$ cat src/rtl/rwd_pkg.sv
// rwd_pkg: shared types, constants and controller commands for rsa_word_decrypt
// no dependencies
`timescale 1ns / 1ps

package rwd_pkg;

	localparam int unsigned CipherW = 17;
	localparam int unsigned RegW    = 16;
	localparam int unsigned ProdW   = 2 * RegW;
	localparam int unsigned ByteW   = 8;
	localparam int unsigned CfgIdxW = 8;

	localparam logic [RegW-1:0] ModulusReset  = 16'd31571;
	localparam logic [RegW-1:0] ExponentReset = 16'd15031;

	localparam logic [CfgIdxW-1:0] RegModulus  = 8'd0;
	localparam logic [CfgIdxW-1:0] RegExponent = 8'd1;

	typedef struct packed {
		logic [CipherW-1:0] cipher_word;
		logic               last_word;
	} rwd_in_t;

	typedef struct packed {
		logic [ByteW-1:0] plain_byte;
		logic             last_byte;
	} rwd_out_t;

	typedef enum logic [3:0] {
		ST_IDLE,
		ST_BDIV,
		ST_INIT,
		ST_SQ,
		ST_SDIV,
		ST_SQW,
		ST_MUL,
		ST_MDIV,
		ST_MW,
		ST_DONE
	} rwd_state_t;

	typedef enum logic [1:0] {
		SEL_ONE,
		SEL_WORD,
		SEL_ZERO,
		SEL_POWER
	} rwd_sel_t;

	typedef struct packed {
		logic     capture;
		logic     load_sq;
		logic     load_mul;
		logic     step;
		logic     store_base;
		logic     store_acc;
		logic     emit;
		rwd_sel_t sel;
	} rwd_cmd_t;

endpackage

$ cat src/rtl/rwd_datapath.sv
// rwd_datapath: operand registers, 16x16 multiplier and bit-serial modular reduction
// depends on rwd_pkg
`timescale 1ns / 1ps

module rwd_datapath (
	input  logic                          clk,
	input  rwd_pkg::rwd_cmd_t             cmd,
	input  rwd_pkg::rwd_in_t              cipher,
	input  logic [rwd_pkg::RegW-1:0]      modulus,
	output rwd_pkg::rwd_out_t             plain
);
	import rwd_pkg::*;

	logic [ByteW-1:0]   c_q;
	logic               last_q;
	logic [ProdW-1:0]   div_q;
	logic [RegW-1:0]    rem_q;
	logic [RegW-1:0]    acc_q;
	logic [RegW-1:0]    base_q;
	rwd_out_t           res_q;

	logic [RegW:0]      rem_ext;
	logic [RegW:0]      mod_ext;
	logic [RegW:0]      rem_sub;
	logic [RegW-1:0]    rem_next;
	logic [RegW-1:0]    acc_init;
	logic [ByteW-1:0]   byte_sel;

	always_comb begin
		rem_ext  = {rem_q, div_q[ProdW-1]};
		mod_ext  = {1'b0, modulus};
		rem_sub  = rem_ext - mod_ext;
		rem_next = (rem_ext >= mod_ext) ? rem_sub[RegW-1:0] : rem_ext[RegW-1:0];
		acc_init = (modulus == RegW'(1)) ? '0 : RegW'(1);
		case (cmd.sel)
			SEL_ONE:   byte_sel = ByteW'(1);
			SEL_WORD:  byte_sel = c_q;
			SEL_ZERO:  byte_sel = '0;
			SEL_POWER: byte_sel = acc_q[ByteW-1:0];
			default:   byte_sel = '0;
		endcase
	end

	always_ff @(posedge clk) begin
		if (cmd.capture) begin
			c_q    <= cipher.cipher_word[ByteW-1:0];
			last_q <= cipher.last_word;
			div_q  <= {{(ProdW-CipherW){1'b0}}, cipher.cipher_word};
			rem_q  <= '0;
		end else if (cmd.load_sq) begin
			div_q <= acc_q * acc_q;
			rem_q <= '0;
		end else if (cmd.load_mul) begin
			div_q <= acc_q * base_q;
			rem_q <= '0;
		end else if (cmd.step) begin
			div_q <= {div_q[ProdW-2:0], 1'b0};
			rem_q <= rem_next;
		end
		if (cmd.store_base) begin
			base_q <= rem_q;
			acc_q  <= acc_init;
		end else if (cmd.store_acc) begin
			acc_q <= rem_q;
		end
		if (cmd.emit) begin
			res_q.plain_byte <= byte_sel;
			res_q.last_byte  <= last_q;
		end
	end

	assign plain = res_q;

endmodule

$ cat src/rtl/rwd_controller.sv
// rwd_controller: square-and-multiply sequencer driving the datapath
// depends on rwd_pkg
`timescale 1ns / 1ps

module rwd_controller (
	input  logic                     clk,
	input  logic                     arst_n,
	input  logic                     start,
	input  logic [rwd_pkg::RegW-1:0] modulus,
	input  logic [rwd_pkg::RegW-1:0] exponent,
	output logic                     busy,
	output rwd_pkg::rwd_cmd_t        cmd
);
	import rwd_pkg::*;

	localparam int unsigned CntW = $clog2(ProdW);
	localparam int unsigned BitW = $clog2(RegW);

	rwd_state_t      state_q, state_d;
	logic [CntW-1:0] cnt_q, cnt_d;
	logic [BitW-1:0] bit_q, bit_d;
	rwd_sel_t        sel_q, sel_d;
	logic            cnt_last;

	assign cnt_last = (cnt_q == CntW'(ProdW - 1));

	always_ff @(posedge clk or negedge arst_n) begin
		if (!arst_n) begin
			state_q <= ST_IDLE;
			cnt_q   <= '0;
			bit_q   <= '0;
			sel_q   <= SEL_ONE;
		end else begin
			state_q <= state_d;
			cnt_q   <= cnt_d;
			bit_q   <= bit_d;
			sel_q   <= sel_d;
		end
	end

	always_comb begin
		state_d = state_q;
		cnt_d   = cnt_q;
		bit_d   = bit_q;
		sel_d   = sel_q;
		cmd     = '0;
		cmd.sel = sel_q;
		busy    = (state_q != ST_IDLE);
		unique case (state_q)
			ST_IDLE: begin
				if (start) begin
					cmd.capture = 1'b1;
					cnt_d       = '0;
					if (exponent == '0) begin
						sel_d   = SEL_ONE;
						state_d = ST_DONE;
					end else if (exponent == RegW'(1)) begin
						sel_d   = SEL_WORD;
						state_d = ST_DONE;
					end else if (modulus == '0) begin
						sel_d   = SEL_ZERO;
						state_d = ST_DONE;
					end else begin
						sel_d   = SEL_POWER;
						state_d = ST_BDIV;
					end
				end
			end
			ST_BDIV: begin
				cmd.step = 1'b1;
				cnt_d    = cnt_q + 1'b1;
				if (cnt_last) state_d = ST_INIT;
			end
			ST_INIT: begin
				cmd.store_base = 1'b1;
				bit_d          = BitW'(RegW - 1);
				state_d        = ST_SQ;
			end
			ST_SQ: begin
				cmd.load_sq = 1'b1;
				cnt_d       = '0;
				state_d     = ST_SDIV;
			end
			ST_SDIV: begin
				cmd.step = 1'b1;
				cnt_d    = cnt_q + 1'b1;
				if (cnt_last) state_d = ST_SQW;
			end
			ST_SQW: begin
				cmd.store_acc = 1'b1;
				if (exponent[bit_q]) begin
					state_d = ST_MUL;
				end else if (bit_q == '0) begin
					state_d = ST_DONE;
				end else begin
					bit_d   = bit_q - 1'b1;
					state_d = ST_SQ;
				end
			end
			ST_MUL: begin
				cmd.load_mul = 1'b1;
				cnt_d        = '0;
				state_d      = ST_MDIV;
			end
			ST_MDIV: begin
				cmd.step = 1'b1;
				cnt_d    = cnt_q + 1'b1;
				if (cnt_last) state_d = ST_MW;
			end
			ST_MW: begin
				cmd.store_acc = 1'b1;
				if (bit_q == '0) begin
					state_d = ST_DONE;
				end else begin
					bit_d   = bit_q - 1'b1;
					state_d = ST_SQ;
				end
			end
			ST_DONE: begin
				cmd.emit = 1'b1;
				state_d  = ST_IDLE;
			end
			default: state_d = ST_IDLE;
		endcase
	end

endmodule

$ cat src/rtl/rsa_word_decrypt.sv
// rsa_word_decrypt: top level with configuration registers, controller and datapath
// depends on rwd_pkg, rwd_controller, rwd_datapath
// for exponent 0 or 1 or modulus 0 an accepted item goes straight to the done state; otherwise the
// base is reduced, then each of the 16 exponent bits takes a square and, if set, a multiply, each
// 16x16 product reduced in 32 steps; next item is accepted in the cycle its predecessor strobes
// reset: modulus 31571, exponent 15031, controller idle, no result pending
`timescale 1ns / 1ps

module rsa_word_decrypt (
	input  logic                        clk,
	input  logic                        arst_n,
	input  logic                        start,
	output logic                        busy,
	input  rwd_pkg::rwd_in_t            cipher,
	output logic                        done,
	output rwd_pkg::rwd_out_t           plain,
	input  logic                        cfg_valid,
	output logic                        cfg_ready,
	input  logic [rwd_pkg::CfgIdxW-1:0] cfg_index,
	input  logic [rwd_pkg::RegW-1:0]    cfg_data
);
	import rwd_pkg::*;

	logic [RegW-1:0] modulus_q;
	logic [RegW-1:0] exponent_q;
	logic            done_q;
	rwd_cmd_t        cmd;

	assign cfg_ready = 1'b1;

	always_ff @(posedge clk or negedge arst_n) begin
		if (!arst_n) begin
			modulus_q  <= ModulusReset;
			exponent_q <= ExponentReset;
			done_q     <= 1'b0;
		end else begin
			done_q <= cmd.emit;
			if (cfg_valid && cfg_ready) begin
				unique case (cfg_index)
					RegModulus:  modulus_q  <= cfg_data;
					RegExponent: exponent_q <= cfg_data;
					default: ;
				endcase
			end
		end
	end

	rwd_controller u_ctrl (
		.clk      (clk),
		.arst_n   (arst_n),
		.start    (start),
		.modulus  (modulus_q),
		.exponent (exponent_q),
		.busy     (busy),
		.cmd      (cmd)
	);

	rwd_datapath u_dp (
		.clk     (clk),
		.cmd     (cmd),
		.cipher  (cipher),
		.modulus (modulus_q),
		.plain   (plain)
	);

	assign done = done_q;

	a_accept_busy: assert property (@(posedge clk) disable iff (!arst_n)
		start && !busy |=> busy)
		else $error("accepted item did not make the block busy");

	a_done_single: assert property (@(posedge clk) disable iff (!arst_n)
		done |=> !done)
		else $error("result strobe held for more than one cycle");

	a_done_after_busy: assert property (@(posedge clk) disable iff (!arst_n)
		$rose(done) |-> $past(busy))
		else $error("result strobe without an item in flight");

endmodule
$ cat config.mk
export PLATFORM = sky130hd
export DESIGN_NAME = rsa_word_decrypt
export DESIGN_NICKNAME = d
export VERILOG_FILES = /design/src/rtl/rwd_pkg.sv /design/src/rtl/rwd_datapath.sv /design/src/rtl/rwd_controller.sv /design/src/rtl/rsa_word_decrypt.sv
export SDC_FILE = /design/constraint.sdc
export NUM_CORES = 1
export LEC_CHECK = 0
export ABC_CLOCK_PERIOD_IN_PS = 7000
export BUFFER_PORTS_ARGS = -buffer_cell sky130_fd_sc_hd__buf_4
export CORE_ASPECT_RATIO = 1.4
export CORE_UTILIZATION = 58
export DETAILED_ROUTE_END_ITERATION = 8
export PLACE_DENSITY = 0.75
export SYNTH_ARGS = -nofsm -noshare
export SYNTH_HDL_FRONTEND = slang
export SYNTH_SLANG_ARGS = --single-unit
$ cat constraint.sdc
create_clock -name clk -period 7 [get_ports clk]
set_input_delay 1.4 -clock clk [delete_from_list [all_inputs] [get_ports clk]]
set_output_delay 1.4 -clock clk [all_outputs]
set_load 0.1 [all_outputs]
Word-level counts from Yosys, hierarchy flattened. Cells that the tools add are included. Widths: inputs -> output; s select.

Input bits: 46. Word-level logic and storage cells: 103. Output and inout port bits: 12. Bits in registers: 146.

Reduce and logical (&&, ||, !) cells: 22. $add $sub $neg: 3. Order comparisons: 2. Multiplexer cells: 37. $mul: 2. Eq/ne operators: 21.

Operators by type and width (number): $mux 32 (3); $mul 16x16->32 (2); $mux 16 (3); $mux 4 (11); $pmux 4 s9 (1); $eq 16x1->1 const B (2); $logic_not 16->1 (2); $pmux 8 s4 (1); $ge 17x16->1 (1); $mux 17 (1); $eq 4x3->1 const B (4); $sub 16x16->16 (1); $pmux 5 s3 (1); $pmux 4 s3 (1); $mux 1 (11); $reduce_and 2->1 (5); $reduce_bool 3->1 (3); $eq 4x2->1 const B (2); $eq 4x4->1 const B (2); $eq 8x1->1 const B (1); $logic_not 4->1 (2); $logic_not 8->1 (1); $reduce_bool 4->1 (2); $ne 2x1->1 const B (3); 16 further kinds (21).

Longest topological paths before layout. Gate-level depths: netlist (run 1).

Depth in word-level cells: 7. Depth in mapped cells: 24. Mapped depth without buffers: 23.

By module. A second synthesis (run 1) with hierarchy kept.

Cells, all modules: 2470. Area total of the unflattened synthesis: 23203.5 um2.

By module, submodules not included: rwd_datapath (sequential area each 2632.5 um2, cells an instance 2252, instances 1, area each 20608.5 um2); rsa_word_decrypt (sequential area each 850.8 um2, cells an instance 75, instances 1, area each 1340.0 um2); rwd_controller (sequential area each 375.4 um2, cells an instance 143, instances 1, area each 1255.0 um2).

Least setup slack after synthesis (run 1). No wires, ideal clock.

Path type: flip-flop to flip-flop. Start point: register u_dp.acc_q[13]. End point: register u_dp.div_q[27]. Path buffers: 2. Arrival: 6.044 ns. Slack: 0.838 ns. Required time: 6.883 ns. Period minus slack after synthesis: 6.162 ns. Stages on the path, launching flop included: 22. Setup time: 0.117 ns. Cell sequence: edfxtp_1 > clkbuf_1 > clkbuf_1 > nand2_1 > fa_1 > fa_1 > inv_1 > fa_1 > fa_1 > fa_1 > inv_1 > fa_1 > inv_1 > ha_1 > a21o_1 > a21o_1 > a2111oi_2 > nor2_2 > o41ai_2 > xor2_1 > a21oi_1 > a32o_1.

Cells in the longest elaborated chain, start to end: 3. Elaborated cells on any way between the ends: 4. Those cells by class: mul: 2; mux: 2.

RTL lines: start: declaration (line rwd_datapath.sv:18) `logic [RegW-1:0] acc_q;`; start signal: assignment (line rwd_datapath.sv:62) `acc_q <= acc_init;`; start signal: assignment (line rwd_datapath.sv:64) `acc_q <= rem_q;`; $mul 16x16->32 (line rwd_datapath.sv:54) `div_q <= acc_q * base_q;`; $mux 32 (line rwd_datapath.sv:53) `end else if (cmd.load_mul) begin`; $mux 32 (*) (line rwd_datapath.sv:50) `end else if (cmd.load_sq) begin`; end signal: assignment (line rwd_datapath.sv:51) `div_q <= acc_q * acc_q;`; end signal: assignment (line rwd_datapath.sv:54); end signal: assignment (line rwd_datapath.sv:57) `div_q <= {div_q[ProdW-2:0], 1'b0};`; end: declaration (line rwd_datapath.sv:16) `logic [ProdW-1:0] div_q;`.

Every way passes the cells marked *; elsewhere a longest branch is shown, timed or not. A chain may end at the register's enable or synchronous reset.

Final worst setup path (run 1).
Start point: register u_dp.acc_q[8]. End point: register u_dp.div_q[29].

The elaborated chain is that of the path after synthesis.

==> summary.md, run 1 <==
| Metric | Value |
|---|---|
| Proportion of synthesized chip area in sequential cells | `16.7%` |
| Crit path time final | `6.67 ns` |
| Kind of start point of the critical path | `flip-flop` |
| Aggregate global-route resource usage | `32.1%` |
| Overflow left after global routing | `0` |
| Required time worst endpoint | `7.35 ns` |
| Post-detailed-route wirelength per cell | `19.8 um` |
| Wire length of the first global-routing pass | `99.9 mm` |
| Run status | `finished clean` |
| Setup Total Neg Slack | `0 ns` |
| Post-synthesis async set-or-reset flop share | `32.9%` |
| Post-DP HPWL | `49.9 mm` |
| Flip-flop and latch count after synthesis | `146` |
| Setup repair after global routing missed its margin | `no` |
| Area used by multi-input combinational logic | `0.0171 mm2` |
| Max-slew violation count | `0` |
| Normalized max-slew margin | `27.1%` |
| Critical Path End Type | `flip-flop` |
| Dominant synthesized flop cell | `sky130_fd_sc_hd__edfxtp_1` |
| Share of the clock period used by the worst path after layout | `95.2%` |
| Worst-path clk slew | `0.07 ns` |
| Count of unresolved DRC violations after routing | `0` |
| Antenna-violating nets left | `0` |
| Total Die Area | `0.0408 mm2` |
| Count of unique library cells instantiated by Yosys | `87` |
| Starting density of the core | `58.8%` |
| FF+latch area | `0.00386 mm2` |
| Final Hold Fails | `0` |
| TritonCTS Buffers | `17` |
| Area growth, synth to finish | `7.79%` |
| Via-to-Cell Ratio | `5.83` |
| Boundary pin count | `58` |
| Number of port buffers | `56` |
| Cell depth of the worst hold path | `0` |
| Endpoint arrival time on the critical path | `7.02 ns` |
| Final nets | `3196` |
| Row cnt | `86` |
| CTS HTree Levels | `4` |
| Initial DRC Count | `1316` |
| Number of global-route vias before repair | `19.5k` |
| Core ar. | `0.0394 mm2` |
| Filler Cells Inserted | `3358` |
| Layout cells sized above 1 | `8.80%` |
| Class of the worst hold path | `flip-flop to flip-flop` |
| Max Clock Freq | `0.150 GHz` |
| Number of clock sinks seen by CTS | `146` |
| Total routed wirelength | `61.5 mm` |
| Count of flip-flops with a built-in enable after synthesis | `67` |
| Critical path start-end classification | `flip-flop to flip-flop` |
| Total via count after detailed routing | `18.1k` |
| Antenna violations before repair | `1` |
| Final setup vio count | `0` |
| Antenna fix cells | `0` |
| Count of warnings emitted by yosys | `0` |
| Clock root buffer master | `sky130_fd_sc_hd__clkbuf_16` |
| Number of cells traversed by the worst register-to-register path | `21` |
| CTS tree | `done` |
| Net count of the mapped netlist | `3175` |
| Deepest clock path buffer count | `2` |
| Worst slew pin tran | `1.09 ns` |
| Post-synthesis instance area | `0.0232 mm2` |
| First-pass iteration count of the detailed router | `6` |
| Synthesized area divided by synthesized cell count | `9.10 um2` |
| Chip width | `171 um` |
| Gp weighted congestion | `1.02` |
| Clk Latency, worst-skew pair | `0.43 ns` |
| Die outline height | `238 um` |
| Highest fanout seen on the critical path | `30` |
| Reported max-cap violation count | `0` |
| Syn Inst Count | `2547` |
| Pin count of the biggest net entering global routing | `49` |
| Clock skew after layout | `0.0119 ns` |
[synthesized netlist by cell type, types with 29 or more instances]
master                     number  area share, %
sky130_fd_sc_hd__fa_1         359             31
sky130_fd_sc_hd__inv_1        471            7.6
sky130_fd_sc_hd__nor3_1        35           0.76
sky130_fd_sc_hd__o21ai_0       81            1.7
sky130_fd_sc_hd__a21oi_1       97            2.1
sky130_fd_sc_hd__nand2_1      330            5.3
sky130_fd_sc_hd__nor2_1        93            1.5
sky130_fd_sc_hd__and2_1       161            4.3
sky130_fd_sc_hd__ha_1         223             12
sky130_fd_sc_hd__edfxtp_1      67            8.7
sky130_fd_sc_hd__dfxtp_1       31            2.7
sky130_fd_sc_hd__clkbuf_1     114            1.8
sky130_fd_sc_hd__nor2b_1       36           0.97
sky130_fd_sc_hd__xnor2_1       38            1.4
sky130_fd_sc_hd__o211ai_1      29           0.94
[path summary, 6_finish.rpt]
path                                    start           endpoint  slack [ns]
worst min-delay path              u_dp.last_q      u_dp.plain[0]        0.42
max in group asynchronous              arst_n  u_ctrl.state_q[3]        5.58
worst max-delay path            u_dp.acc_q[8]     u_dp.div_q[29]        0.33
worst min register to register    u_dp.last_q      u_dp.plain[0]        0.42
worst max register to register  u_dp.acc_q[8]     u_dp.div_q[29]        0.33
min in group asynchronous              arst_n      modulus_q[10]        0.99
[cells in the final DEF (no fill, tap or decap), drive strengths merged, types with 8 or more instances in the layout]
master	n
a211oi	14
a21o	27
a21oi	99
and2	161
and3	12
buf	124
clkbuf	18
dfrtp	28
dfstp	20
dfxtp	31
edfxtp	67
fa	359
ha	223
inv	482
mux2	18
mux2i	13
nand2	330
nand2b	12
nand3	25
nand4	14
nor2	94
nor2b	36
nor3	35
nor4	12
o211ai	30
o21a	8
o21ai	90
o21bai	8
o22ai	9
o31ai	8
or3	10
xnor2	38
xor2	27
[cells by family (layout without fill, tap and decap cells)]
kind of cell	after synthesis	count (layout)	share of synthesized area, %
AND/OR/NAND/NOR	757	757	15.7
buffers and inverters	595	629	9.72
adder cells (fa/ha/maj)	582	582	43.1
AO/OA/AOI/OAI	365	365	10.5
flip-flops	146	146	16.7
XOR/XNOR	65	65	2.46
multiplexers	36	36	1.92
other	1	1	0.0162
[flip-flops by register name, summed over array words and instances (netlist names)]
name	flops
u_ctrl.bit_q	4
u_dp.rem_q	16
u_ctrl.sel_q	2
u_ctrl.state_q	4
u_dp.c_q	8
u_ctrl.cnt_q	5
u_dp.last_q	1
u_dp.acc_q	16
u_dp.plain	9
u_dp.div_q	32
modulus_q	16
u_dp.base_q	16
exponent_q	16
done	1
[metal layers]
| layer | global-route usage, % | vias up | part of all wire [%] |
|---|---|---|---|
| li1 | - | 8184 | - |
| met1 | 37.2 | 9039 | 36 |
| met2 | 56.8 | 690 | 52 |
| met3 | 3.43 | 220 | 5.4 |
| met4 | 19.2 | 0 | 6.5 |
| met5 | 0 | - | 0 |
[cell type report]
type | instances | area share, %
timing repair buffer | 124 | 4.13
inverter | 473 | 7.11
clock inverter | 14 | 0.521
multi-input combinational | 1806 | 68.3
tap | 528 | 2.65
sequential | 146 | 15.5
clock buffer | 18 | 1.80
[per-stage QoR]
| step | util [%] | cells | area [um2] | setup slack, ns | hold WS, ns |
|---|---|---|---|---|---|
| after global routing | 63.4 | 3109 | 25000 | 0.0439 | 0.422 |
| after floorplan | - | 2547 | 23200 | 0.838 | 0.400 |
| after global placement | 61.7 | 3070 | 24300 | 0.359 | 0.403 |
| after CTS | 63.2 | 3102 | 24900 | 0.225 | 0.422 |
| after detailed placement | 61.7 | 3070 | 24300 | 0.274 | 0.406 |
| final | 63.4 | 3109 | 25000 | 0.334 | 0.421 |
[worst max-delay path, cell delays in order, from the launching register on]
cell and delay (ns):
sky130_fd_sc_hd__edfxtp_1 0.32, sky130_fd_sc_hd__buf_4 0.39, sky130_fd_sc_hd__inv_1 0.29, sky130_fd_sc_hd__ha_1 0.38, sky130_fd_sc_hd__xnor2_1 0.21, sky130_fd_sc_hd__fa_1 0.47
sky130_fd_sc_hd__fa_1 0.57, sky130_fd_sc_hd__fa_1 0.47, sky130_fd_sc_hd__fa_1 0.51, sky130_fd_sc_hd__inv_1 0.05, sky130_fd_sc_hd__fa_1 0.48, sky130_fd_sc_hd__inv_1 0.04
sky130_fd_sc_hd__ha_1 0.34, sky130_fd_sc_hd__nand4_1 0.17, sky130_fd_sc_hd__a211oi_2 0.32, sky130_fd_sc_hd__a2111oi_2 0.14, sky130_fd_sc_hd__buf_4 0.16, sky130_fd_sc_hd__o41ai_2 0.38
sky130_fd_sc_hd__a31oi_1 0.17, sky130_fd_sc_hd__or3_1 0.36, sky130_fd_sc_hd__and3_1 0.19, sky130_fd_sc_hd__o21ai_1 0.14
[repair_timing]
action	CTS	global route
buffers inserted	0	7
hold buffers	0	0
endpoints found under the setup margin	0	3
gates resized for setup	0	0
Power of run 1 is not shown: default switching activity piles up to over one toggle a cycle in this logic, so the estimate is an artifact.
==> run 2, diff against run 1 <==
--- a/config.mk
+++ b/config.mk
@@ -5,6 +5,7 @@
 export SDC_FILE = /design/constraint.sdc
 export NUM_CORES = 1
 export LEC_CHECK = 0
+export ABC_AREA = 1
 export ABC_CLOCK_PERIOD_IN_PS = 7000
 export BUFFER_PORTS_ARGS = -buffer_cell sky130_fd_sc_hd__buf_4
 export CORE_ASPECT_RATIO = 1.4
==> run 2 against run 1 <==
- flip-flop and latch count did not move
- synthesized cell count increased by 31%
- final area is 5.6% higher
- maximum frequency decreased by 0.73%
- first-iteration DRC count is 11% higher
- non-clock buffer count is 26 lower
- cell count is 25% higher
==> summary.md, run 2 <==
| Metric | Value |
|---|---|
| Setup Buffers After CTS | `0 (unchanged)` |
| Highest fanout seen on the critical path | `21 (-30%)` |
| Library cell with the highest instance count after synthesis | `sky130_fd_sc_hd__nand2_1` |
| Post-synthesis instance area | `0.0248 mm2 (+7.2%)` |
| Clk Latency, worst-skew pair | `0.46 ns (+0.03 ns)` |
| Required time worst endpoint | `7.21 ns (-0.14 ns)` |
| Gp weighted congestion | `1.01 (-1.3%)` |
| Number of global-route vias before repair | `22.1k (+13%)` |
| Most area-hungry cell type in the Yosys netlist | `sky130_fd_sc_hd__fa_1` |
| Area used by multi-input combinational logic | `0.0171 mm2 (+0.41%)` |
| Run status | `finished clean` |
| Endpoint arrival time on the critical path | `6.92 ns (-0.10 ns)` |
| Critical path start-end classification | `flip-flop to flip-flop` |
| Slowest cell on the critical path | `sky130_fd_sc_hd__edfxtp_1` |
| Starting density of the core | `58.8% (about the same)` |
| Worst slew pin tran | `1.08 ns (-0.00448 ns)` |
| Row cnt | `89 (+3.5%)` |
| Net count of the mapped netlist | `3961 (+25%)` |
| Die outline height | `247 um (+3.5%)` |
| Class of the worst hold path | `flip-flop to flip-flop` |
| Antenna violations before repair | `1 (unchanged)` |
| Wire length of the first global-routing pass | `113 mm (+13%)` |
| Proportion of synthesized chip area in sequential cells | `15.5% (-1.1 points)` |
| Hold bufs inserted after CTS | `0 (unchanged)` |
| Family of cells with the greatest summed delay on the critical path | `adder cells` |
| Flip-flop and latch count after synthesis | `146 (unchanged)` |
| Syn Inst Count | `3333 (+31%)` |
| Antenna-violating nets left | `0 (unchanged)` |
| Critical Path End Type | `flip-flop` |
| Total Die Area | `0.0437 mm2 (+7.1%)` |
| Final nets | `3961 (+24%)` |
| TritonCTS Buffers | `17 (unchanged)` |
| Normalized max-slew margin | `27.8% (+0.69 points)` |
| Count of unresolved DRC violations after routing | `0 (unchanged)` |
| FF+latch area | `0.00386 mm2 (unchanged)` |
| Clock skew after layout | `0.0154 ns (+0.00353 ns)` |
| CTS tree | `done` |
| Count of unique library cells instantiated by Yosys | `47 (-46%)` |
| Most common cell after layout, fill and taps aside | `sky130_fd_sc_hd__nand2_1` |
| Kind of start point of the critical path | `flip-flop` |
| Filler Cells Inserted | `3780 (+13%)` |
| Initial DRC Count | `1457 (+11%)` |
| Count of warnings emitted by yosys | `0 (unchanged)` |
| Final cell utilization of the core | `62.5% (-0.95 points)` |
| Number of clock sinks seen by CTS | `146 (unchanged)` |
| Aggregate global-route resource usage | `34.1% (+2.0 points)` |
| Synthesized area divided by synthesized cell count | `7.45 um2 (-18%)` |
| Deepest clock path buffer count | `2 (unchanged)` |
| Worst-path clk slew | `0.08 ns (about the same)` |
| Largest reg by FF count | `u_dp.div_q` |
| Commonest cells after routing, fill and taps aside | `sky130_fd_sc_hd__nand2_1 (875), sky130_fd_sc_hd__inv_1 (872), sky130_fd_sc_hd__fa_1 (359)` |
| Core ar. | `0.0422 mm2 (+7.2%)` |
| Max Clock Freq | `0.149 GHz (-0.73%)` |
| Post-Route Hold Slack | `0.453 ns (+0.0318 ns)` |
| Overflow left after global routing | `0 (unchanged)` |
| Resized Gates After CTS | `0 (unchanged)` |
| Final setup vio count | `0 (unchanged)` |
| Layout cells sized above 1 | `6.43% (-2.4 points)` |
| Reported max-cap violation count | `0 (unchanged)` |
| Setup Total Neg Slack | `0 ns (unchanged)` |
| Via-to-Cell Ratio | `5.43 (-7.0%)` |
| Count of flip-flops with a built-in enable after synthesis | `67 (unchanged)` |
| Number of flip-flops under the largest register name | `32 (unchanged)` |
| Leading post-synthesis cells by cell area | `sky130_fd_sc_hd__fa_1 (29%), sky130_fd_sc_hd__nand2_1 (13%), sky130_fd_sc_hd__inv_1 (13%), sky130_fd_sc_hd__ha_1 (11%), sky130_fd_sc_hd__edfxtp_1 (8.1%)` |
| Boundary pin count | `58 (unchanged)` |
| Top-area cell type share of the netlist area | `28.9% (-2.1 points)` |
| Share of the clock period used by the worst path after layout | `95.9% (+0.70 points)` |
| First-pass iteration count of the detailed router | `5 (-1)` |
| Placed standard-cell area | `0.0257 mm2 (+5.8%)` |
| Cell-by-cell trace of the critical path | `nand2_1 -> inv_1 -> fa_1 -> inv_1 -> fa_1 -> inv_1 -> fa_1 -> fa_1 -> fa_1 -> inv_1 -> fa_1 -> inv_1 -> ha_1 -> nand2_1 -> inv_1 -> a21oi_1 -> nand3_1 -> o21ai_0 -> nand2_1 -> nand2_1 -> nand2_1` |
| Number of port buffers | `56 (unchanged)` |
| Final cell area excluding filler cells | `0.0264 mm2 (+5.6%)` |
| CTS HTree Levels | `4 (unchanged)` |
| Total via count after detailed routing | `21.1k (+16%)` |
| Worst path bufs/invs | `6 (+1)` |
| Dominant synthesized flop cell | `sky130_fd_sc_hd__edfxtp_1` |
| Clock root buffer master | `sky130_fd_sc_hd__clkbuf_16` |
| Max stage delay on crit path | `0.83 ns (+0.26 ns)` |
| Max-slew violation count | `0 (unchanged)` |
| Pin count of the biggest net entering global routing | `52 (+6.1%)` |
| Chip width | `177 um (+3.5%)` |
| Crit path time final | `6.71 ns (+0.0489 ns)` |
| Post-DP HPWL | `59.3 mm (+19%)` |
| Antenna fix cells | `0 (unchanged)` |
| Post-detailed-route wirelength per cell | `18.3 um (-7.6%)` |
| Total routed wirelength | `71.1 mm (+16%)` |
| Leading cell types by count after synthesis | `sky130_fd_sc_hd__nand2_1 (875), sky130_fd_sc_hd__inv_1 (872), sky130_fd_sc_hd__fa_1 (359)` |
| Post-synthesis async set-or-reset flop share | `32.9% (unchanged)` |
| Setup repair after global routing missed its margin | `no` |
| Final Hold Fails | `0 (unchanged)` |
| Area growth, synth to finish | `6.13%` |
-- run 2: cell types whose count changed in the layout (fill, tap and decap cells not counted), moves of 21 or more --
cell,before,now
sky130_fd_sc_hd__nand2_1,330,875
sky130_fd_sc_hd__xnor2_1,38,10
sky130_fd_sc_hd__nand3_1,23,141
sky130_fd_sc_hd__o21ai_1,8,29
sky130_fd_sc_hd__o21ai_2,1,24
sky130_fd_sc_hd__o211ai_1,29,6
sky130_fd_sc_hd__nor2b_1,36,0
sky130_fd_sc_hd__nor2_1,93,197
sky130_fd_sc_hd__inv_1,471,872
sky130_fd_sc_hd__and2_1,161,3
-- run 2: per-layer routing --
metal  part of all wire [%]  track usage (%)
met1                     35             36.6
met2                     53             62.9
met3                    5.6             4.11
met4                    6.7             21.7
met5                  0.018                0
-- run 2: path summary, 6_finish.rpt --
path,start,to,slack (ns),cells after the start
setup / recovery,u_dp.acc_q[3],u_dp.div_q[13],0.29,21
hold / removal,u_dp.last_q,u_dp.plain[0],0.45,0
setup reg to reg,u_dp.acc_q[3],u_dp.div_q[13],0.29,21
hold reg to reg,u_dp.last_q,u_dp.plain[0],0.45,0
max in group asynchronous,arst_n,exponent_q[3],5.66,1
min in group asynchronous,arst_n,modulus_q[15],0.94,1
-- run 2: layout make-up --
cell class              instances  area share [%]
inverters                     884            12.6
well taps                     546            2.59
flip-flops and latches        146            14.6
multi-input cells            2186            65.0
clock buffers                  18            1.71
clock inverters                14           0.674
repair buffers                 98            2.79
-- run 2: kinds of logic (layout without fill, tap and decap cells) --
logic type               count (synthesis)  count (layout)  synth area share, %
AO/OA/AOI/OAI                          272             272                 6.22
AND/OR/NAND/NOR                       1289            1289                 21.1
adder cells (fa/ha/maj)                582             582                 40.2
XOR/XNOR                                42              42                 1.48
flip-flops                             146             146                 15.5
other                                    1               1               0.0151
buffers and inverters                 1001            1014                 15.5
-- run 2: stage by stage --
stage	cells	setup WS (ns)
finish	3892	0.285
detailed placement	3860	0.465
global route	3892	0.0464
CTS	3892	0.427
floorplan	3333	1.45
global placement	3860	0.477
-- run 2: worst reg2reg max path, stage by stage (launching register included) --
cell                       delay [ns]
sky130_fd_sc_hd__edfxtp_1        0.83
sky130_fd_sc_hd__nand2_1         0.40
sky130_fd_sc_hd__inv_1           0.10
sky130_fd_sc_hd__fa_1            0.55
sky130_fd_sc_hd__inv_1           0.06
sky130_fd_sc_hd__fa_1            0.54
sky130_fd_sc_hd__inv_1           0.06
sky130_fd_sc_hd__fa_1            0.44
sky130_fd_sc_hd__fa_1            0.53
sky130_fd_sc_hd__fa_1            0.56
sky130_fd_sc_hd__inv_1           0.05
sky130_fd_sc_hd__fa_1            0.49
sky130_fd_sc_hd__inv_1           0.06
sky130_fd_sc_hd__ha_1            0.35
sky130_fd_sc_hd__nand2_1         0.18
sky130_fd_sc_hd__inv_1           0.06
sky130_fd_sc_hd__a21oi_1         0.23
sky130_fd_sc_hd__nand3_1         0.22
sky130_fd_sc_hd__o21ai_0         0.52
sky130_fd_sc_hd__nand2_1         0.10
sky130_fd_sc_hd__nand2_1         0.07
sky130_fd_sc_hd__nand2_1         0.06
Power of run 2 is left out for the same reason.
